### config.mk
export PLATFORM = sky130hd
export DESIGN_NAME = lru_key_value_cache_flat
export DESIGN_NICKNAME = d
export VERILOG_FILES = /design/src/lkv_pkg.sv /design/src/lkv_req_if.sv /design/src/lkv_rsp_if.sv /design/src/lkv_cfg_if.sv /design/src/lkv_ram.sv /design/src/lkv_scan.sv /design/src/lru_key_value_cache.sv /design/src/flat_wrapper.sv
export SDC_FILE = /design/constraint.sdc
export NUM_CORES = 1
export LEC_CHECK = 0
export ABC_AREA = 0
export BUFFER_PORTS_ARGS = -buffer_cell sky130_fd_sc_hd__buf_2
export CELL_PAD_IN_SITES_DETAIL_PLACEMENT = 0
export CELL_PAD_IN_SITES_GLOBAL_PLACEMENT = 1
export CORE_MARGIN = 2
export CORE_UTILIZATION = 25
export DETAILED_ROUTE_END_ITERATION = 8
export GPL_ROUTABILITY_DRIVEN = 0
export GPL_TIMING_DRIVEN = 0
export PLACE_DENSITY_LB_ADDON = 0.1
export SLEW_MARGIN = 20
export SYNTH_ARGS = -nofsm -noshare
export SYNTH_HDL_FRONTEND = slang
export SYNTH_SLANG_ARGS = --single-unit
### constraint.sdc
create_clock -name clk_i -period 7.3 [get_ports clk_i]
set_input_delay 0 -clock clk_i [delete_from_list [all_inputs] [get_ports clk_i]]
set_output_delay 0 -clock clk_i [all_outputs]
set_load 0.01 [all_outputs]
### src/lkv_pkg.sv
// Shared types and constants for the LRU key-value cache.
package lkv_pkg;

  localparam int unsigned ENTRIES_DEF  = 8;
  localparam int unsigned KEY_BITS_DEF = 32;

  localparam int unsigned KEY_W   = 32;
  localparam int unsigned VALUE_W = 32;
  localparam int unsigned CAP_W   = 4;

  localparam logic [CAP_W-1:0]          CAP_RESET  = 4'd8;
  localparam logic signed [VALUE_W-1:0] MISS_VALUE = -32'sd1;

  typedef enum logic {
    OP_GET = 1'b0,
    OP_PUT = 1'b1
  } opcode_e;

  // Status of one lookup sweep.
  typedef struct packed {
    logic match;
    logic lru;
    logic free;
  } scan_flags_t;

endpackage

### src/lkv_req_if.sv
// Request channel: get or put on a key.
interface lkv_req_if import lkv_pkg::*; ();
  logic                      valid;
  logic                      ready;
  logic [0:0]                opcode;
  logic [KEY_W-1:0]          key;
  logic signed [VALUE_W-1:0] put_value;

  modport source (output valid, opcode, key, put_value, input ready);
  modport sink   (input valid, opcode, key, put_value, output ready);
endinterface

### src/lkv_rsp_if.sv
// Response channel: one result per request.
interface lkv_rsp_if import lkv_pkg::*; ();
  logic                      valid;
  logic                      ready;
  logic                      hit;
  logic signed [VALUE_W-1:0] read_value;
  logic                      evicted;
  logic [KEY_W-1:0]          evicted_key;

  modport source (output valid, hit, read_value, evicted, evicted_key, input ready);
  modport sink   (input valid, hit, read_value, evicted, evicted_key, output ready);
endinterface

### src/lkv_cfg_if.sv
// Configuration write channel for the capacity register.
interface lkv_cfg_if import lkv_pkg::*; ();
  logic             valid;
  logic             ready;
  logic [CAP_W-1:0] capacity_in_use;

  modport source (output valid, capacity_in_use, input ready);
  modport sink   (input valid, capacity_in_use, output ready);
endinterface

### src/lkv_ram.sv
// Generic simple dual-port RAM with registered read.
module lkv_ram #(
  parameter int unsigned WIDTH = 8,
  parameter int unsigned DEPTH = 8,
  localparam int unsigned AW = (DEPTH > 1) ? $clog2(DEPTH) : 1
) (
  input  logic             clk_i,
  input  logic             we_i,
  input  logic [AW-1:0]    waddr_i,
  input  logic [WIDTH-1:0] wdata_i,
  input  logic [AW-1:0]    raddr_i,
  output logic [WIDTH-1:0] rdata_o
);

  logic [WIDTH-1:0] mem_q [DEPTH];

  always_ff @(posedge clk_i) begin
    if (we_i) begin
      mem_q[waddr_i] <= wdata_i;
    end
    rdata_o <= mem_q[raddr_i];
  end

endmodule

### src/lkv_scan.sv
// Compare unit: checks one entry per cycle while strobe_i is high, for key match, LRU and free slot.
module lkv_scan import lkv_pkg::*; #(
  parameter int unsigned ENTRIES  = ENTRIES_DEF,
  parameter int unsigned KEY_BITS = KEY_BITS_DEF,
  localparam int unsigned IW = (ENTRIES > 1) ? $clog2(ENTRIES) : 1,
  localparam int unsigned KW = (KEY_BITS < KEY_W) ? KEY_BITS : KEY_W
) (
  input  logic                      clk_i,
  input  logic                      rst_ni,
  input  logic                      clear_i,
  input  logic                      strobe_i,
  input  logic [IW-1:0]             idx_i,
  input  logic                      entry_valid_i,
  input  logic [KW-1:0]             entry_key_i,
  input  logic [IW-1:0]             entry_rank_i,
  input  logic signed [VALUE_W-1:0] entry_value_i,
  input  logic [KW-1:0]             lookup_key_i,
  output scan_flags_t               flags_o,
  output logic [IW-1:0]             match_idx_o,
  output logic [IW-1:0]             match_rank_o,
  output logic signed [VALUE_W-1:0] match_value_o,
  output logic [IW-1:0]             lru_idx_o,
  output logic [KW-1:0]             lru_key_o,
  output logic [IW-1:0]             free_idx_o
);

  scan_flags_t flags_q;
  logic [IW-1:0] lru_rank_q;
  logic take_match, take_lru, take_free;

  assign take_match = strobe_i && entry_valid_i && !flags_q.match
                      && (entry_key_i == lookup_key_i);
  assign take_lru   = strobe_i && entry_valid_i
                      && (!flags_q.lru || entry_rank_i > lru_rank_q);
  assign take_free  = strobe_i && !entry_valid_i && !flags_q.free;

  always_ff @(posedge clk_i or negedge rst_ni) begin
    if (!rst_ni) begin
      flags_q <= '0;
    end else if (clear_i) begin
      flags_q <= '0;
    end else begin
      if (take_match) flags_q.match <= 1'b1;
      if (take_lru)   flags_q.lru   <= 1'b1;
      if (take_free)  flags_q.free  <= 1'b1;
    end
  end

  always_ff @(posedge clk_i) begin
    if (take_match) begin
      match_idx_o   <= idx_i;
      match_rank_o  <= entry_rank_i;
      match_value_o <= entry_value_i;
    end
    if (take_lru) begin
      lru_idx_o  <= idx_i;
      lru_rank_q <= entry_rank_i;
      lru_key_o  <= entry_key_i;
    end
    if (take_free) begin
      free_idx_o <= idx_i;
    end
  end

  assign flags_o = flags_q;

endmodule

### src/lru_key_value_cache.sv
// Top level of the fully associative LRU key-value cache.
//
// Channels: req_i carries opcode (get/put), key and put_value; rsp_o returns
// hit, read_value, evicted and evicted_key, one response per request; cfg_i
// writes capacity_in_use and is always ready (write it only while idle).
// All three use valid/ready; a transfer happens when both are high.
//
// Each request is handled by a sequencer around one compare unit and one
// entry RAM: a lookup sweep reads all ENTRIES entries one per cycle, then,
// for a hit or a put, an update sweep rewrites the recency ranks one entry
// per cycle. req_i.ready returns high together with the response in the
// output register, so the single RAM port pair and the per-entry sweeps
// keep one request in flight at a time.
//
// The response sits in an output register; a new request is taken while it
// waits, and the next response waits until rsp_o.ready.
// Reset empties the cache (valid bits and occupancy cleared) and sets the
// capacity to 8; entry RAM contents need no clearing.
module lru_key_value_cache import lkv_pkg::*; #(
  parameter int unsigned ENTRIES  = ENTRIES_DEF,
  parameter int unsigned KEY_BITS = KEY_BITS_DEF
) (
  input  logic      clk_i,
  input  logic      rst_ni,
  lkv_req_if.sink   req_i,
  lkv_rsp_if.source rsp_o,
  lkv_cfg_if.sink   cfg_i
);

  localparam int unsigned IW    = (ENTRIES > 1) ? $clog2(ENTRIES) : 1;
  localparam int unsigned KW    = (KEY_BITS < KEY_W) ? KEY_BITS : KEY_W;
  localparam int unsigned OW    = $clog2(ENTRIES + 1);
  localparam int unsigned CW    = (OW > CAP_W) ? OW : CAP_W;
  localparam int unsigned ROW_W = KW + VALUE_W + IW;
  localparam logic [IW-1:0] LAST_IDX = IW'(ENTRIES - 1);

  typedef enum logic [2:0] {
    ST_IDLE, ST_SCAN, ST_SCAN_END, ST_DECIDE, ST_UPD, ST_UPD_END, ST_RESULT
  } state_e;

  state_e state_q, state_d;
  logic [IW-1:0] cnt_q, cnt_d, ridx_q, ridx_d, tgt_q, tgt_d, rank_q, rank_d;
  logic rvld_q, rvld_d, ins_q, ins_d;
  opcode_e op_q, op_d;
  logic [KW-1:0] key_q, key_d;
  logic signed [VALUE_W-1:0] val_q, val_d;
  logic [CAP_W-1:0] cap_q, cap_d;
  logic [ENTRIES-1:0] valid_q, valid_d;
  logic [OW-1:0] occ_q, occ_d;

  logic res_hit_q, res_hit_d, res_ev_q, res_ev_d;
  logic signed [VALUE_W-1:0] res_val_q, res_val_d;
  logic [KEY_W-1:0] res_evk_q, res_evk_d;
  logic out_valid_q, out_valid_d, out_hit_q, out_hit_d, out_ev_q, out_ev_d;
  logic signed [VALUE_W-1:0] out_val_q, out_val_d;
  logic [KEY_W-1:0] out_evk_q, out_evk_d;

  // entry RAM and compare unit
  logic ram_we;
  logic [ROW_W-1:0] ram_rdata, ram_wdata;
  logic [KW-1:0] row_key;
  logic signed [VALUE_W-1:0] row_val, new_val;
  logic [IW-1:0] row_rank, new_rank;
  logic upd_phase, scan_strobe, row_is_tgt, row_age;

  scan_flags_t flags;
  logic [IW-1:0] match_idx, match_rank, lru_idx, free_idx;
  logic signed [VALUE_W-1:0] match_value;
  logic [KW-1:0] lru_key;

  logic [CW-1:0] eff_cap, occ_ext, cap_ext;
  logic hit_c, put_miss_c, use_lru_c;

  assign {row_key, row_val, row_rank} = ram_rdata;

  assign upd_phase   = (state_q == ST_UPD) || (state_q == ST_UPD_END);
  assign scan_strobe = rvld_q && ((state_q == ST_SCAN) || (state_q == ST_SCAN_END));
  assign row_is_tgt  = (ridx_q == tgt_q);
  // an insertion ages every other valid entry, a hit only the more recent ones
  assign row_age     = ins_q || (row_rank < rank_q);
  assign ram_we      = rvld_q && upd_phase && (valid_q[ridx_q] || row_is_tgt);
  assign new_val     = (op_q == OP_PUT) ? val_q : row_val;
  assign new_rank    = row_age ? IW'(row_rank + 1'b1) : row_rank;
  assign ram_wdata   = row_is_tgt ? {key_q, new_val, {IW{1'b0}}}
                                  : {row_key, row_val, new_rank};

  lkv_ram #(
    .WIDTH (ROW_W),
    .DEPTH (ENTRIES)
  ) u_ram (
    .clk_i   (clk_i),
    .we_i    (ram_we),
    .waddr_i (ridx_q),
    .wdata_i (ram_wdata),
    .raddr_i (cnt_q),
    .rdata_o (ram_rdata)
  );

  lkv_scan #(
    .ENTRIES  (ENTRIES),
    .KEY_BITS (KEY_BITS)
  ) u_scan (
    .clk_i         (clk_i),
    .rst_ni        (rst_ni),
    .clear_i       ((state_q == ST_IDLE) && req_i.valid),
    .strobe_i      (scan_strobe),
    .idx_i         (ridx_q),
    .entry_valid_i (valid_q[ridx_q]),
    .entry_key_i   (row_key),
    .entry_rank_i  (row_rank),
    .entry_value_i (row_val),
    .lookup_key_i  (key_q),
    .flags_o       (flags),
    .match_idx_o   (match_idx),
    .match_rank_o  (match_rank),
    .match_value_o (match_value),
    .lru_idx_o     (lru_idx),
    .lru_key_o     (lru_key),
    .free_idx_o    (free_idx)
  );

  // capacity 0 acts as 1, above ENTRIES as ENTRIES
  assign cap_ext = CW'(cap_q);
  assign occ_ext = CW'(occ_q);
  assign eff_cap = (cap_q == '0) ? CW'(1)
                 : ((cap_ext > CW'(ENTRIES)) ? CW'(ENTRIES) : cap_ext);

  assign hit_c      = flags.match;
  assign put_miss_c = (op_q == OP_PUT) && !flags.match;
  assign use_lru_c  = ((occ_ext >= eff_cap) && flags.lru) || !flags.free;

  assign req_i.ready       = (state_q == ST_IDLE);
  assign cfg_i.ready       = 1'b1;
  assign rsp_o.valid       = out_valid_q;
  assign rsp_o.hit         = out_hit_q;
  assign rsp_o.read_value  = out_val_q;
  assign rsp_o.evicted     = out_ev_q;
  assign rsp_o.evicted_key = out_evk_q;

  always_comb begin
    state_d     = state_q;
    cnt_d       = cnt_q;
    ridx_d      = cnt_q;
    rvld_d      = 1'b0;
    tgt_d       = tgt_q;
    rank_d      = rank_q;
    ins_d       = ins_q;
    op_d        = op_q;
    key_d       = key_q;
    val_d       = val_q;
    cap_d       = cfg_i.valid ? cfg_i.capacity_in_use : cap_q;
    valid_d     = valid_q;
    occ_d       = occ_q;
    res_hit_d   = res_hit_q;
    res_val_d   = res_val_q;
    res_ev_d    = res_ev_q;
    res_evk_d   = res_evk_q;
    out_valid_d = out_valid_q && !rsp_o.ready;
    out_hit_d   = out_hit_q;
    out_val_d   = out_val_q;
    out_ev_d    = out_ev_q;
    out_evk_d   = out_evk_q;

    unique case (state_q)
      ST_IDLE: begin
        if (req_i.valid) begin
          op_d    = opcode_e'(req_i.opcode);
          key_d   = req_i.key[KW-1:0];
          val_d   = req_i.put_value;
          cnt_d   = '0;
          state_d = ST_SCAN;
        end
      end
      ST_SCAN, ST_UPD: begin
        rvld_d = 1'b1;
        if (cnt_q == LAST_IDX) begin
          state_d = (state_q == ST_SCAN) ? ST_SCAN_END : ST_UPD_END;
        end else begin
          cnt_d = cnt_q + 1'b1;
        end
      end
      ST_SCAN_END: begin
        state_d = ST_DECIDE;
      end
      ST_DECIDE: begin
        cnt_d     = '0;
        rank_d    = match_rank;
        ins_d     = put_miss_c;
        res_hit_d = hit_c;
        res_ev_d  = put_miss_c && use_lru_c;
        res_evk_d = (put_miss_c && use_lru_c) ? KEY_W'(lru_key) : '0;
        if (op_q == OP_GET) begin
          res_val_d = hit_c ? match_value : MISS_VALUE;
        end else begin
          res_val_d = '0;
        end
        if (hit_c) begin
          tgt_d = match_idx;
        end else begin
          tgt_d = use_lru_c ? lru_idx : free_idx;
        end
        if (put_miss_c) begin
          valid_d[tgt_d] = 1'b1;
          if (!use_lru_c) occ_d = occ_q + 1'b1;
        end
        state_d = (hit_c || put_miss_c) ? ST_UPD : ST_RESULT;
      end
      ST_UPD_END: begin
        state_d = ST_RESULT;
      end
      ST_RESULT: begin
        if (!out_valid_q || rsp_o.ready) begin
          out_valid_d = 1'b1;
          out_hit_d   = res_hit_q;
          out_val_d   = res_val_q;
          out_ev_d    = res_ev_q;
          out_evk_d   = res_evk_q;
          state_d     = ST_IDLE;
        end
      end
      default: state_d = ST_IDLE;
    endcase
  end

  always_ff @(posedge clk_i or negedge rst_ni) begin
    if (!rst_ni) begin
      state_q     <= ST_IDLE;
      cnt_q       <= '0;
      ridx_q      <= '0;
      rvld_q      <= 1'b0;
      tgt_q       <= '0;
      rank_q      <= '0;
      ins_q       <= 1'b0;
      op_q        <= OP_GET;
      key_q       <= '0;
      val_q       <= '0;
      cap_q       <= CAP_RESET;
      valid_q     <= '0;
      occ_q       <= '0;
      res_hit_q   <= 1'b0;
      res_val_q   <= '0;
      res_ev_q    <= 1'b0;
      res_evk_q   <= '0;
      out_valid_q <= 1'b0;
      out_hit_q   <= 1'b0;
      out_val_q   <= '0;
      out_ev_q    <= 1'b0;
      out_evk_q   <= '0;
    end else begin
      state_q     <= state_d;
      cnt_q       <= cnt_d;
      ridx_q      <= ridx_d;
      rvld_q      <= rvld_d;
      tgt_q       <= tgt_d;
      rank_q      <= rank_d;
      ins_q       <= ins_d;
      op_q        <= op_d;
      key_q       <= key_d;
      val_q       <= val_d;
      cap_q       <= cap_d;
      valid_q     <= valid_d;
      occ_q       <= occ_d;
      res_hit_q   <= res_hit_d;
      res_val_q   <= res_val_d;
      res_ev_q    <= res_ev_d;
      res_evk_q   <= res_evk_d;
      out_valid_q <= out_valid_d;
      out_hit_q   <= out_hit_d;
      out_val_q   <= out_val_d;
      out_ev_q    <= out_ev_d;
      out_evk_q   <= out_evk_d;
    end
  end

  // occupancy tracks the number of valid entries
  a_occ_matches_valid: assert property (@(posedge clk_i) disable iff (!rst_ni)
    $countones(valid_q) == int'(occ_q))
    else $error("occupancy does not match valid bits");

  a_occ_in_range: assert property (@(posedge clk_i) disable iff (!rst_ni)
    int'(occ_q) <= ENTRIES)
    else $error("occupancy above entry count");

  a_accept_starts_scan: assert property (@(posedge clk_i) disable iff (!rst_ni)
    req_i.valid && req_i.ready |=> state_q == ST_SCAN)
    else $error("request transfer did not start a lookup sweep");

  a_write_in_update: assert property (@(posedge clk_i) disable iff (!rst_ni)
    ram_we |-> upd_phase && (ins_q || res_hit_q))
    else $error("entry write outside an update sweep");

  a_hit_no_evict: assert property (@(posedge clk_i) disable iff (!rst_ni)
    rsp_o.valid |-> !(rsp_o.hit && rsp_o.evicted))
    else $error("response flags both hit and eviction");

endmodule
### src/flat_wrapper.sv
// flat-port wrapper written by rule: the top's interface ports become plain ports
module lru_key_value_cache_flat import lkv_pkg::*;
#(
  parameter int unsigned ENTRIES  = ENTRIES_DEF,
  parameter int unsigned KEY_BITS = KEY_BITS_DEF
)
  (clk_i, rst_ni, req_i_valid, req_i_opcode, req_i_key, req_i_put_value, req_i_ready, rsp_o_valid, rsp_o_hit, rsp_o_read_value, rsp_o_evicted, rsp_o_evicted_key, rsp_o_ready, cfg_i_valid, cfg_i_capacity_in_use, cfg_i_ready);
  lkv_req_if req_i_i ();
  lkv_rsp_if rsp_o_i ();
  lkv_cfg_if cfg_i_i ();
  input  logic clk_i;
  input  logic rst_ni;
  input wire logic [$bits(req_i_i.valid)-1:0] req_i_valid;
  input wire logic [$bits(req_i_i.opcode)-1:0] req_i_opcode;
  input wire logic [$bits(req_i_i.key)-1:0] req_i_key;
  input wire logic [$bits(req_i_i.put_value)-1:0] req_i_put_value;
  output wire logic [$bits(req_i_i.ready)-1:0] req_i_ready;
  output wire logic [$bits(rsp_o_i.valid)-1:0] rsp_o_valid;
  output wire logic [$bits(rsp_o_i.hit)-1:0] rsp_o_hit;
  output wire logic [$bits(rsp_o_i.read_value)-1:0] rsp_o_read_value;
  output wire logic [$bits(rsp_o_i.evicted)-1:0] rsp_o_evicted;
  output wire logic [$bits(rsp_o_i.evicted_key)-1:0] rsp_o_evicted_key;
  input wire logic [$bits(rsp_o_i.ready)-1:0] rsp_o_ready;
  input wire logic [$bits(cfg_i_i.valid)-1:0] cfg_i_valid;
  input wire logic [$bits(cfg_i_i.capacity_in_use)-1:0] cfg_i_capacity_in_use;
  output wire logic [$bits(cfg_i_i.ready)-1:0] cfg_i_ready;
  assign req_i_i.valid = req_i_valid;
  assign req_i_i.opcode = req_i_opcode;
  assign req_i_i.key = req_i_key;
  assign req_i_i.put_value = req_i_put_value;
  assign req_i_ready = req_i_i.ready;
  assign rsp_o_valid = rsp_o_i.valid;
  assign rsp_o_hit = rsp_o_i.hit;
  assign rsp_o_read_value = rsp_o_i.read_value;
  assign rsp_o_evicted = rsp_o_i.evicted;
  assign rsp_o_evicted_key = rsp_o_i.evicted_key;
  assign rsp_o_i.ready = rsp_o_ready;
  assign cfg_i_i.valid = cfg_i_valid;
  assign cfg_i_i.capacity_in_use = cfg_i_capacity_in_use;
  assign cfg_i_ready = cfg_i_i.ready;
  lru_key_value_cache #(.ENTRIES(ENTRIES), .KEY_BITS(KEY_BITS)) u_core (.clk_i(clk_i), .rst_ni(rst_ni), .req_i(req_i_i), .rsp_o(rsp_o_i), .cfg_i(cfg_i_i));
endmodule
=== Yosys cells after proc, flatten, opt, wreduce, memory -nomap -nowiden ===
Memory sizes are Yosys's and may differ from the RTL's. A register that Yosys moved wholly into a read port is not among the register bits.
Index checks and enable logic that the tools add are counted.

* Register bits: 313
* Latch bits: 0
* Memory bits (writable): 536
* Bits in read-only memories: 0
* Bits of input ports: 74
* Output and inout bits: 69
* Word-level logic and storage cells: 133
* Memories kept: 1

* $add $sub $neg: 3
* Multiply operators: 0
* Divide/modulo/power cells: 0
* Order comparisons: 7
* Equal/unequal tests: 13
* Shifts and indexed selects: 0
* Multiplexer cells: 33
* Bitwise operators: 2
* Reductions and logical operators: 42

{| class="wikitable"
|+ Memories
! name !! words !! bits a word !! read ports !! clocked after memory_dff !! wr ports !! RTL line !! text
|-
| u_core.u_ram.mem_q || 8 || 67 || 1 || 1 || 1 || lkv_ram.sv:15 || <nowiki>logic [WIDTH-1:0] mem_q [DEPTH];</nowiki>
|}

{| class="wikitable"
|+ Operator list
! operator !! number
|-
| two-way mux 32 bit || 4
|-
| two-way mux 67 bit || 1
|-
| two-way mux 3 bit || 11
|-
| == test 32 bit || 1
|-
| one-hot mux 3 bit (6 select lines) || 1
|-
| logical AND 1 bit || 15
|-
| == test 3 bit (second input constant) || 4
|-
| two-way mux 1 bit || 10
|-
| one-hot mux 3 bit (3 select lines) || 1
|-
| AND reduction 3 bit || 3
|-
| logical OR 1 bit || 8
|-
| less-than comparator 3 x 4 -> 1 bit (second input constant) || 2
|-
| two-way mux 4 bit || 2
|-
| OR 8 bit || 1
|-
| adder 3 x 1 -> 3 bit (second input constant) || 2
|-
| == test 3 x 2 -> 1 bit (second input constant) || 2
|-
| logical NOT 1 bit || 6
|-
| AND reduction 2 bit || 3
|-
| nonzero test 2 bit || 3
|-
| adder 4 x 1 -> 4 bit (second input constant) || 1
|-
| >= comparator 4 bit || 1
|-
| > comparator 4 bit (second input constant) || 1
|-
| logical NOT 4 bit || 1
|-
| != test 2 x 1 -> 1 bit (second input constant) || 2
|-
| other kinds (13) || 14
|}

=== Logic depth before layout (Yosys ltp) ===
Gate-level depths: netlist of the first run.

* Word-level depth: 14
* Gate-level depth with buffers: 10
* Mapped depth without buffers: 10

=== By module ===
From an unflattened synthesis of the first run, not the netlist that was laid out.

* Cell total of the unflattened synthesis: 1751
* Area total of the unflattened synthesis: 34924.7 um2

{| class="wikitable"
|+ By module, submodules not included
! module !! times used !! cells an instance !! area each (um2) !! seq. area each (um2)
|-
| lkv_ram || 1 || 854 || 21839.7 || 17436.7
|-
| lru_key_value_cache || 1 || 743 || 10107.2 || 5781.8
|-
| lkv_scan || 1 || 154 || 2977.9 || 2447.3
|}

=== Least setup slack after synthesis of the first run ===
OpenSTA, ideal clock, no wires.

* Path kind: register -> register
* Start point: register u_core.ridx_q[2]
* End point: memory u_core.u_ram.mem_q[1][0] in the netlist's numbering (enable)
* Library setup time: 0.575 ns
* Arrival time: 6.016 ns
* Data required time: 6.725 ns
* Slack: 0.709 ns
* Cell stages (with the launch flop): 8
* Buffers on the path: 1
* Period minus slack after synthesis: 6.591 ns
* Path through: dfrtp_1 buf_2 xor2_1 nor3_4 nand2b_1 and4b_1 nand2_1 nor3_1

* Word-level cells in the longest chain between the ends: 6
* Elaborated cells between the ends (all ways): 7
* Classes of those cells: 1 x eq/ne; 4 x mux; 2 x reduce/logical

{| class="wikitable"
|+ Ends and longest elaborated chain
! item !! RTL line !! text
|-
| from (decl) || lru_key_value_cache.sv:42 || <nowiki>logic [IW-1:0] cnt_q, cnt_d, ridx_q, ridx_d, tgt_q, tgt_d, rank_q, rank_d;</nowiki>
|-
| from (signal assigned) || lru_key_value_cache.sv:252 || <nowiki>ridx_q <= ridx_d;</nowiki>
|-
| binary-select mux 1 bit (select 3 bit) || lru_key_value_cache.sv:81 || <nowiki>assign ram_we = rvld_q && upd_phase && (valid_q[ridx_q] || row_is_tgt);</nowiki>
|-
| two-way mux 1 bit (implied by the code) || lru_key_value_cache.sv:81 ||
|-
| logical OR 1 bit || lru_key_value_cache.sv:81 ||
|-
| logical AND 1 bit || lru_key_value_cache.sv:81 ||
|-
| two-way mux 1 bit || lkv_ram.sv:18 || <nowiki>if (we_i) begin</nowiki>
|-
| two-way mux 1 bit (implied by the code) || lkv_ram.sv:19 || <nowiki>mem_q[waddr_i] <= wdata_i;</nowiki>
|-
| to (decl) || lkv_ram.sv:15 ||
|}

Several ways; a longest one is shown, not always the timed one. The select of a mux whose other input is x is not followed.

=== Final worst setup path of the first run ===
* Start point: register u_core.ridx_q[2]
* End point: memory u_core.u_ram.mem_q[1][8] in the netlist's numbering (enable)

The elaborated chain is that of the path after synthesis.

==> results of run 1 <==
## worst max-delay path, cell delays in order (launching register included)
cell and delay (ps):
sky130_fd_sc_hd__dfrtp_1 400, sky130_fd_sc_hd__buf_2 200, sky130_fd_sc_hd__xor2_1 180, sky130_fd_sc_hd__nor3_4 710, sky130_fd_sc_hd__nand2b_1 200, sky130_fd_sc_hd__and4b_1 230
sky130_fd_sc_hd__nand2_1 220, sky130_fd_sc_hd__nor3_2 590, sky130_fd_sc_hd__buf_6 240, sky130_fd_sc_hd__buf_4 190, sky130_fd_sc_hd__buf_4 210, sky130_fd_sc_hd__buf_4 220
## layout make-up
cell class	instances	area, sq um	area share
antenna	4	10.01	0.0002335
buffer	90	391.6	0.009135
clock buffer	148	2984	0.06961
clock inverter	50	546.8	0.01275
inverter	11	41.29	0.0009631
multi-input combinational	725	8364	0.1951
sequential	916	25670	0.5987
tap	1794	2245	0.05236
timing repair buffer	283	2621	0.06114
## report_power, final
part | internal [uW] | total [uW] | leakage, uW | switching (uW)
clock | 3230 | 5360 | 0.00173 | 2130
combinational | 1980 | 4600 | 0.00462 | 2620
sequential | 7320 | 7960 | 0.00908 | 647
## sequential cells by signal, summed over array words and instances, names as in the netlist, 4 cells and up
register and flops:
u_core.u_ram.mem_q 536, u_core.u_ram.rdata_o 67, u_core.key_q 32, u_core.res_evk_q 32, u_core.res_val_q 32, u_core.rsp_o.evicted_key 32, u_core.rsp_o.read_value 32, u_core.u_scan.lru_key_o 32
u_core.u_scan.match_value_o 32, u_core.val_q 32, u_core.valid_q 8, u_core.cap_ext 4, u_core.occ_ext 4
## cells in the mapped netlist (all sizes together) (3+ instances only)
cell	number	share of area
buf	40	0.0058
nor2	24	0.0027
xor2	32	0.0082
nand4	3	0.00055
mux2i	3	0.00087
mux4	136	0.089
nand2	52	0.0057
a22o	33	0.0084
inv	11	0.0012
nor3	9	0.0020
o21ai	13	0.0019
nor2b	38	0.0069
a21oi	8	0.0012
mux2	272	0.089
nor4	6	0.0011
edfxtp	615	0.54
dfxtp	67	0.039
nand2b	7	0.0013
nor3b	3	0.00066
dfrtp	233	0.17
o31ai	32	0.0070
ha	13	0.0047
clkbuf	50	0.0055
a21o	11	0.0024
xnor2	10	0.0025
## final timing paths
| path | endpoint | slack [ps] | depth (start not counted) |
|---|---|---|---|
| worst max-delay path | u_core.u_ram.mem_q[1][8]$_DFFE_PP_ | 3370 | 11 |
| worst min register to register | u_core.ridx_q[2]$_DFF_PN0_ | 400 | 0 |
| min in group asynchronous | u_core.val_q[9]$_DFFE_PN0P_ | 450 | 4 |
| worst min-delay path | u_core.op_q$_DFFE_PN0P_ | 70 | 3 |
| max in group asynchronous | u_core.key_q[0]$_DFFE_PN0P_ | 6320 | 4 |
| worst max register to register | u_core.u_ram.mem_q[1][8]$_DFFE_PP_ | 3370 | 11 |
## placed cells by master (no fill, tap or decap), types with 8 or more instances in the layout
master | synthesis | layout
sky130_fd_sc_hd__mux2_2 | 242 | 242
sky130_fd_sc_hd__nor2b_1 | 38 | 38
sky130_fd_sc_hd__clkinv_2 | 0 | 23
sky130_fd_sc_hd__nand2_1 | 52 | 52
sky130_fd_sc_hd__mux4_2 | 136 | 136
sky130_fd_sc_hd__a21o_1 | 11 | 11
sky130_fd_sc_hd__clkbuf_16 | 0 | 109
sky130_fd_sc_hd__xor2_1 | 32 | 32
sky130_fd_sc_hd__clkinv_1 | 0 | 8
sky130_fd_sc_hd__clkbuf_1 | 50 | 74
sky130_fd_sc_hd__dfrtp_1 | 233 | 233
sky130_fd_sc_hd__dlygate4sd3_1 | 0 | 80
sky130_fd_sc_hd__clkbuf_8 | 0 | 11
sky130_fd_sc_hd__dfxtp_1 | 67 | 67
sky130_fd_sc_hd__edfxtp_1 | 615 | 615
sky130_fd_sc_hd__buf_2 | 36 | 176
sky130_fd_sc_hd__nor2_1 | 23 | 17
sky130_fd_sc_hd__ha_1 | 13 | 13
sky130_fd_sc_hd__mux2_1 | 30 | 30
sky130_fd_sc_hd__buf_4 | 1 | 19
sky130_fd_sc_hd__buf_12 | 0 | 12
sky130_fd_sc_hd__a22o_1 | 33 | 33
sky130_fd_sc_hd__buf_16 | 0 | 22
sky130_fd_sc_hd__inv_1 | 11 | 11
sky130_fd_sc_hd__xnor2_1 | 10 | 10
sky130_fd_sc_hd__o31ai_1 | 32 | 32
sky130_fd_sc_hd__o21ai_0 | 12 | 12
sky130_fd_sc_hd__bufinv_16 | 0 | 11
## through the flow
step                power (uW)  instance area, sq um  hold WS (ps)  setup WS [ps]  std cells
finish                   17920                 42870         72.74           3368       4021
global route             18920                 42860         29.42           3048       4017
CTS                      18320                 42860       0.08454           3195       4017
detailed placement       12800                 38500         31.18           3215       3738
global placement         12640                 37330         226.0          -7117       3677
floorplan                10840                 34380        -295.6          709.0       1742
## per-layer routing
| metal | global-route usage | up-vias | wire, um |
|---|---|---|---|
| li1 | - | 7643 | - |
| met1 | 0.1843 | 9176 | 43910 |
| met2 | 0.2157 | 267 | 44220 |
| met3 | 0.02174 | 107 | 2964 |
| met4 | 0.04063 | 0 | 1888 |
| met5 | 0 | - | 0 |
## what timing repair did
item / in CTS / in global routing
hold endpoints to repair: 307 / 0
hold buffers: 81 / 0
gates resized for setup: 0 / 0
## kinds of logic (layout without fill, tap and decap cells)
| group | after synthesis | in the layout | share of synthesized area |
|---|---|---|---|
| other cells | 1 | 5 | 0.0001091 |
| xor+xnor | 42 | 42 | 0.01070 |
| simple gates | 153 | 153 | 0.02340 |
| fa+ha+maj | 13 | 13 | 0.004731 |
| compound gates | 105 | 105 | 0.02304 |
| mux | 411 | 411 | 0.1791 |
| flops | 916 | 916 | 0.7465 |
| buf+inv | 101 | 582 | 0.01245 |
==> flow_summary.yaml, run 1 <==
clock_network:
  number_of_clock_sinks_seen_by_cts: 916
  clk_pin_slew_ps: 60
  cts_tree: "built"
  cts.path.max_buffers: 3
  tritoncts.num_buffers: 105
  clockRootBuffer: "sky130_fd_sc_hd__clkbuf_16"
  cts_setup_buffers: 0
  clock_latency_ps: 700
  cts-htree-levels: 3
place:
  dpl.hpwl_mm: 62.28
  buffer_ports.inserted: 141
logic_synthesis:
  netlist_instances: 1742
  syn_area_sq_um: 34380
  syn_nets: 1829
  avgSynthCellArea_sq_um: 19.74
  number_of_warnings_printed_during_yosys_synthesis: 0
  synth_seq_cells: 916
  count_of_unique_library_cells_instantiated_by_yosys: 47
  synth-main-ff-cell: "sky130_fd_sc_hd__edfxtp_1"
  synth-async-reset-ratio: 0.2555
  seq_area_frac_synth: 0.7465
  number_of_enable_flip_flop_cells_after_synthesis: 615
sta:
  slew_viol_final: 0
  worst_pin_slew_ps: 1131
  grt_setup_unrepaired: "no"
  timing.fmax_mhz: 254.3
  fin_crit_sh: 0.5386
  finalCriticalPeriod_ps: 3932
  final_hold_viol_count: 0
  timing.final.setup_violations: 0
  timing.setup.tns_ps: 0
  max_slew_headroom_at_the_worst_pin: 0.2463
  clock_skew_ps: 28.67
grt:
  first_global_vias: 18880
  grt_antenna_before_repair: 3
  grt-ovfl-total: 0
  grt_start_max_net_pins: 91
  globalRouteTotalUtil: 0.1336
  first_pass_grt_wire_length_mm: 135.5
floorplan:
  die_h_um: 374.8
  design.core.area_sq_um: 137000
  die_area_sq_um: 140500
  die_w_um: 374.8
  initial_utilization: 0.2510
  rows: 136
  floorplan.io_pins: 143
drt:
  route.detailed.drc: 0
  vias: 17190
  vias_per_cell: 4.276
  drtIter0Drc: 947
  drt_pre_antenna_iters: 5
  drt-total-wl_mm: 92.98
  detail_route.wl_per_cell_um: 23.12
  ant_nets: 0
min_path:
  min_from: "req_i_opcode"
  worstHoldPathType: "input pin to register"
setup_path:
  worstSetupPathType: "register to register"
  crit_path_max_fanout: 10
  rr_startpoint: "u_core.ridx_q[2]$_DFF_PN0_"
  timing.critical_path.arrival_ps: 4320
  type_of_origin_of_the_critical_path: "register"
  crit_required_ps: 7690
  critical_path.startpoint: "u_core.ridx_q[2]$_DFF_PN0_"
  critPathCaptureType: "register"
power_and_ir_drop:
  power.leakage_uw: 0.01543
  ir_drop_worst_case_vdd_v: 0.0001705
  power_density_nw_per_um2: 418.0
outcome:
  status: "complete, no violations"
cells_and_area:
  fin_util: 0.3130
  nFillCells: 13270
  drive_above_1_share: 0.3612
  layout-area-overhead-vs-synth_pct: 24.69
  fin_nets: 2219
job:
  max_cap_viol_count: 0
(Power assumes the default switching activity.)
==> run 2: changes to the inputs <==
--- a/config.mk
+++ b/config.mk
@@ -5,7 +5,7 @@
 export SDC_FILE = /design/constraint.sdc
 export NUM_CORES = 1
 export LEC_CHECK = 0
-export ABC_AREA = 0
+export ABC_AREA = 1
 export BUFFER_PORTS_ARGS = -buffer_cell sky130_fd_sc_hd__buf_2
 export CELL_PAD_IN_SITES_DETAIL_PLACEMENT = 0
 export CELL_PAD_IN_SITES_GLOBAL_PLACEMENT = 1
==> constraint.sdc (replaced) <==
create_clock -name clk_i -period 3.46 [get_ports clk_i]
set_input_delay 0 -clock clk_i [delete_from_list [all_inputs] [get_ports clk_i]]
set_output_delay 0 -clock clk_i [all_outputs]
set_load 0.01 [all_outputs]
==> run 2 against run 1 <==
Compared with the run above:
- design area increased by 1.7%
- sequential share of layout area decreased by 1.0 points
- clock power increased by 110%
- setup slack got worse by 3100 ps
- register-to-register slack got worse by 3100 ps
- first-iteration DRC count increased by 53%
- area after synthesis increased by 2.2%
- critical path depth decreased by 2
- die area increased by 2.2%
- utilization about the same
- critical path type unchanged
==> flow_summary.yaml, run 2 <==
clock_network:
  number_of_clock_sinks_seen_by_cts: 916
  clockRootBuffer: "sky130_fd_sc_hd__clkbuf_16"
  cts_tree: "built"
  cts-htree-levels: 3
  tritoncts.num_buffers: 105
  clock_latency_ps: 720
  clk_pin_slew_ps: 60
  cts.path.max_buffers: 3
setup_path:
  worstSetupPathType: "register to register"
  crit_path_max_fanout: 17
  type_of_origin_of_the_critical_path: "register"
  crit_required_ps: 3900
  critPathCaptureType: "register"
  timing.critical_path.arrival_ps: 3600
  r2r.worst_path.cells: 9
drt:
  route.detailed.drc: 0
  vias: 23270
  detail_route.wl_per_cell_um: 21.94
  drt-total-wl_mm: 115.4
  vias_per_cell: 4.424
  drtIter0Drc: 1446
  drt_pre_antenna_iters: 5
  ant_nets: 0
min_path:
  worstHoldPathType: "input pin to register"
  min_path_cells: 4
sta:
  finalCriticalPeriod_ps: 3155
  final_hold_viol_count: 0
  timing.setup.tns_ps: 0
  timing.fmax_mhz: 317.0
  slew_viol_final: 0
  setup_ws_ps: 305.3
  fin_crit_sh: 0.9118
  worst_pin_slew_ps: 1144
  max_slew_headroom_at_the_worst_pin: 0.2295
  clock_skew_ps: 32.23
  grt_setup_unrepaired: "no"
  timing.final.setup_violations: 0
grt:
  globalRouteTotalUtil: 0.1611
  first_pass_grt_wire_length_mm: 167.9
  grt-ovfl-total: 0
  first_global_vias: 23940
  grt_util_met2: 0.2612
  groute.layer.met3.usage: 0.02288
  grt_antenna_before_repair: 4
  global_route_met1_usage: 0.2229
  grt_start_max_net_pins: 87
  grt_most_used_layer: "met2"
logic_synthesis:
  yosysTopAreaCellShare: 0.5255
  synth-main-ff-cell: "sky130_fd_sc_hd__edfxtp_1"
  synth_seq_cells: 916
  synth.top_cells.by_count: "615 x sky130_fd_sc_hd__edfxtp_1, 519 x sky130_fd_sc_hd__nor2_1, 441 x sky130_fd_sc_hd__o21ai_0, 359 x sky130_fd_sc_hd__nand2_1, 233 x sky130_fd_sc_hd__dfrtp_1"
  avgSynthCellArea_sq_um: 12.08
  leading_cell_type_by_number_of_instances_after_synthesis: "sky130_fd_sc_hd__edfxtp_1"
  seq_area_frac_synth: 0.7303
  number_of_enable_flip_flop_cells_after_synthesis: 615
  synthDominantAreaCellType: "sky130_fd_sc_hd__edfxtp_1"
  number_of_warnings_printed_during_yosys_synthesis: 0
  synth-async-reset-ratio: 0.2555
  netlist_instances: 2909
  synth_top_cells_by_area: "sky130_fd_sc_hd__edfxtp_1 53%, sky130_fd_sc_hd__dfrtp_1 17%, sky130_fd_sc_hd__o21ai_0 6.3%"
  syn_area_sq_um: 35140
  syn_nets: 2996
  count_of_unique_library_cells_instantiated_by_yosys: 43
place:
  dpl.hpwl_mm: 81.12
  numPlacedInstances: 4964
  buffer_ports.inserted: 141
  pre_cts_ws_ps: -219.2
floorplan:
  floorplan.io_pins: 143
  rows: 137
  die_h_um: 378.9
  initial_utilization: 0.2519
  die_w_um: 378.9
  design.core.area_sq_um: 139500
  die_area_sq_um: 143600
cells_and_area:
  most_flops_register: "u_core.u_ram.mem_q"
  largest_register_ffs: 536
  layout.cells.most_common: "sky130_fd_sc_hd__edfxtp_1"
  drive_above_1_share: 0.1372
  mostFrequentLayoutCells: "615 x sky130_fd_sc_hd__edfxtp_1, 510 x sky130_fd_sc_hd__nor2_1, 427 x sky130_fd_sc_hd__o21ai_0"
  layout-area-overhead-vs-synth_pct: 24.06
  fin_nets: 3377
  biggestRegsByFlops: "u_core.u_ram.mem_q: 536 flops, u_core.u_ram.rdata_o: 67 flops"
  final_cells: 5259
power_and_ir_drop:
  seq_power_share: 0.417
  combinational_power_share: 0.310
  power_density_nw_per_um2: 936.7
  ir_drop_worst_case_vdd_v: 0.0004196
  internal_power_uw: 25660
  power.leakage_uw: 0.01633
  switching_share: 0.3717
  clock_power_share: 0.273
  p_switching_uw: 15180
job:
  max_cap_viol_count: 0
outcome:
  status: "complete, no violations"
[run 2: worst paths after layout]
check	from	to	slack [ps]
max	u_core.ridx_q[1]$_DFF_PN0_	u_core.u_ram.mem_q[6][57]$_DFFE_PP_	310
max in group asynchronous	rst_ni	u_core.rsp_o.evicted_key[15]$_DFFE_PN0P_	2170
min reg2reg	u_core.u_ram.rdata_o[13]$_DFF_P_	u_core.u_scan.match_value_o[10]$_DFFE_PP_	420
max reg2reg	u_core.ridx_q[1]$_DFF_PN0_	u_core.u_ram.mem_q[6][57]$_DFFE_PP_	310
min	req_i_key[14]	u_core.key_q[14]$_DFFE_PN0P_	50
min in group asynchronous	rst_ni	u_core.rsp_o.read_value[27]$_DFFE_PN0P_	440
[run 2: timing repair]
action / 4_1_cts / 5_1_grt
endpoints found under the hold margin: 224 / 0
resized for setup: 0 / 2
setup endpoints to repair: 111 / 72
hold buffers: 92 / 0
setup buffers: 3 / 0
pin swaps: 3 / 0
[run 2: cell type report]
class	instances	area, sq um
Antenna cell	1	2.502
Buffer	159	734.5
Clock buffer	153	3033
Clock inverter	46	429.2
Fill cell	14140	95930
Inverter	129	486.7
Multi-Input combinational cell	1705	8351
Sequential cell	916	25670
Tap cell	1876	2347
Timing Repair Buffer	274	2550
[run 2: cells by family (layout without fill, tap and decap cells)]
family,Yosys count,in the layout,share of synthesized area
AO/OA/AOI/OAI,624,624,0.09427
XOR/XNOR,21,21,0.005233
adder cells (fa/ha/maj),13,13,0.004628
buffers and inverters,288,761,0.03460
flip-flops,916,916,0.7303
multiplexers,64,64,0.02051
other,1,2,0.0001067
AND/OR/NAND/NOR,982,982,0.1104
[run 2: metal layers]
| metal | share of wire | wire, um | vias up |
|---|---|---|---|
| li1 | - | - | 10950 |
| met5 | 0 | 0 | - |
| met1 | 0.47 | 54510 | 11730 |
| met3 | 0.038 | 4403 | 137 |
| met2 | 0.47 | 53880 | 450 |
| met4 | 0.023 | 2612 | 0 |
[run 2: worst max-delay path: stages, from the launching register on]
cell	delay [ps]
sky130_fd_sc_hd__dfrtp_1	520
sky130_fd_sc_hd__xnor2_1	210
sky130_fd_sc_hd__nand3_2	270
sky130_fd_sc_hd__clkinv_2	370
sky130_fd_sc_hd__o211ai_4	650
sky130_fd_sc_hd__nor2_4	130
sky130_fd_sc_hd__buf_16	190
sky130_fd_sc_hd__buf_16	160
sky130_fd_sc_hd__buf_16	160
sky130_fd_sc_hd__buf_12	170
[run 2: per-stage QoR]
step | area [sq um] | total power (uW) | hold slack (ps) | util
finish | 43600 | 40840 | 54.23 | 0.3125
global route | 43600 | 43330 | 46.09 | 0.3125
CTS | 43590 | 41520 | 0.7208 | 0.3124
detailed placement | 39160 | 30120 | 65.06 | 0.2807
global placement | 38200 | 29830 | 208.8 | 0.2738
floorplan | 35150 | 23790 | -295.6 | -
[run 2: power by group through the flow]
stage	registers [uW]	logic, uW	clock network [uW]
after floorplan	16700	7080	0
after global placement	17300	12500	0
final	17000	12700	11100
after detailed placement	17300	12800	0
after CTS	17100	12900	11500
after global routing	17300	14100	11900
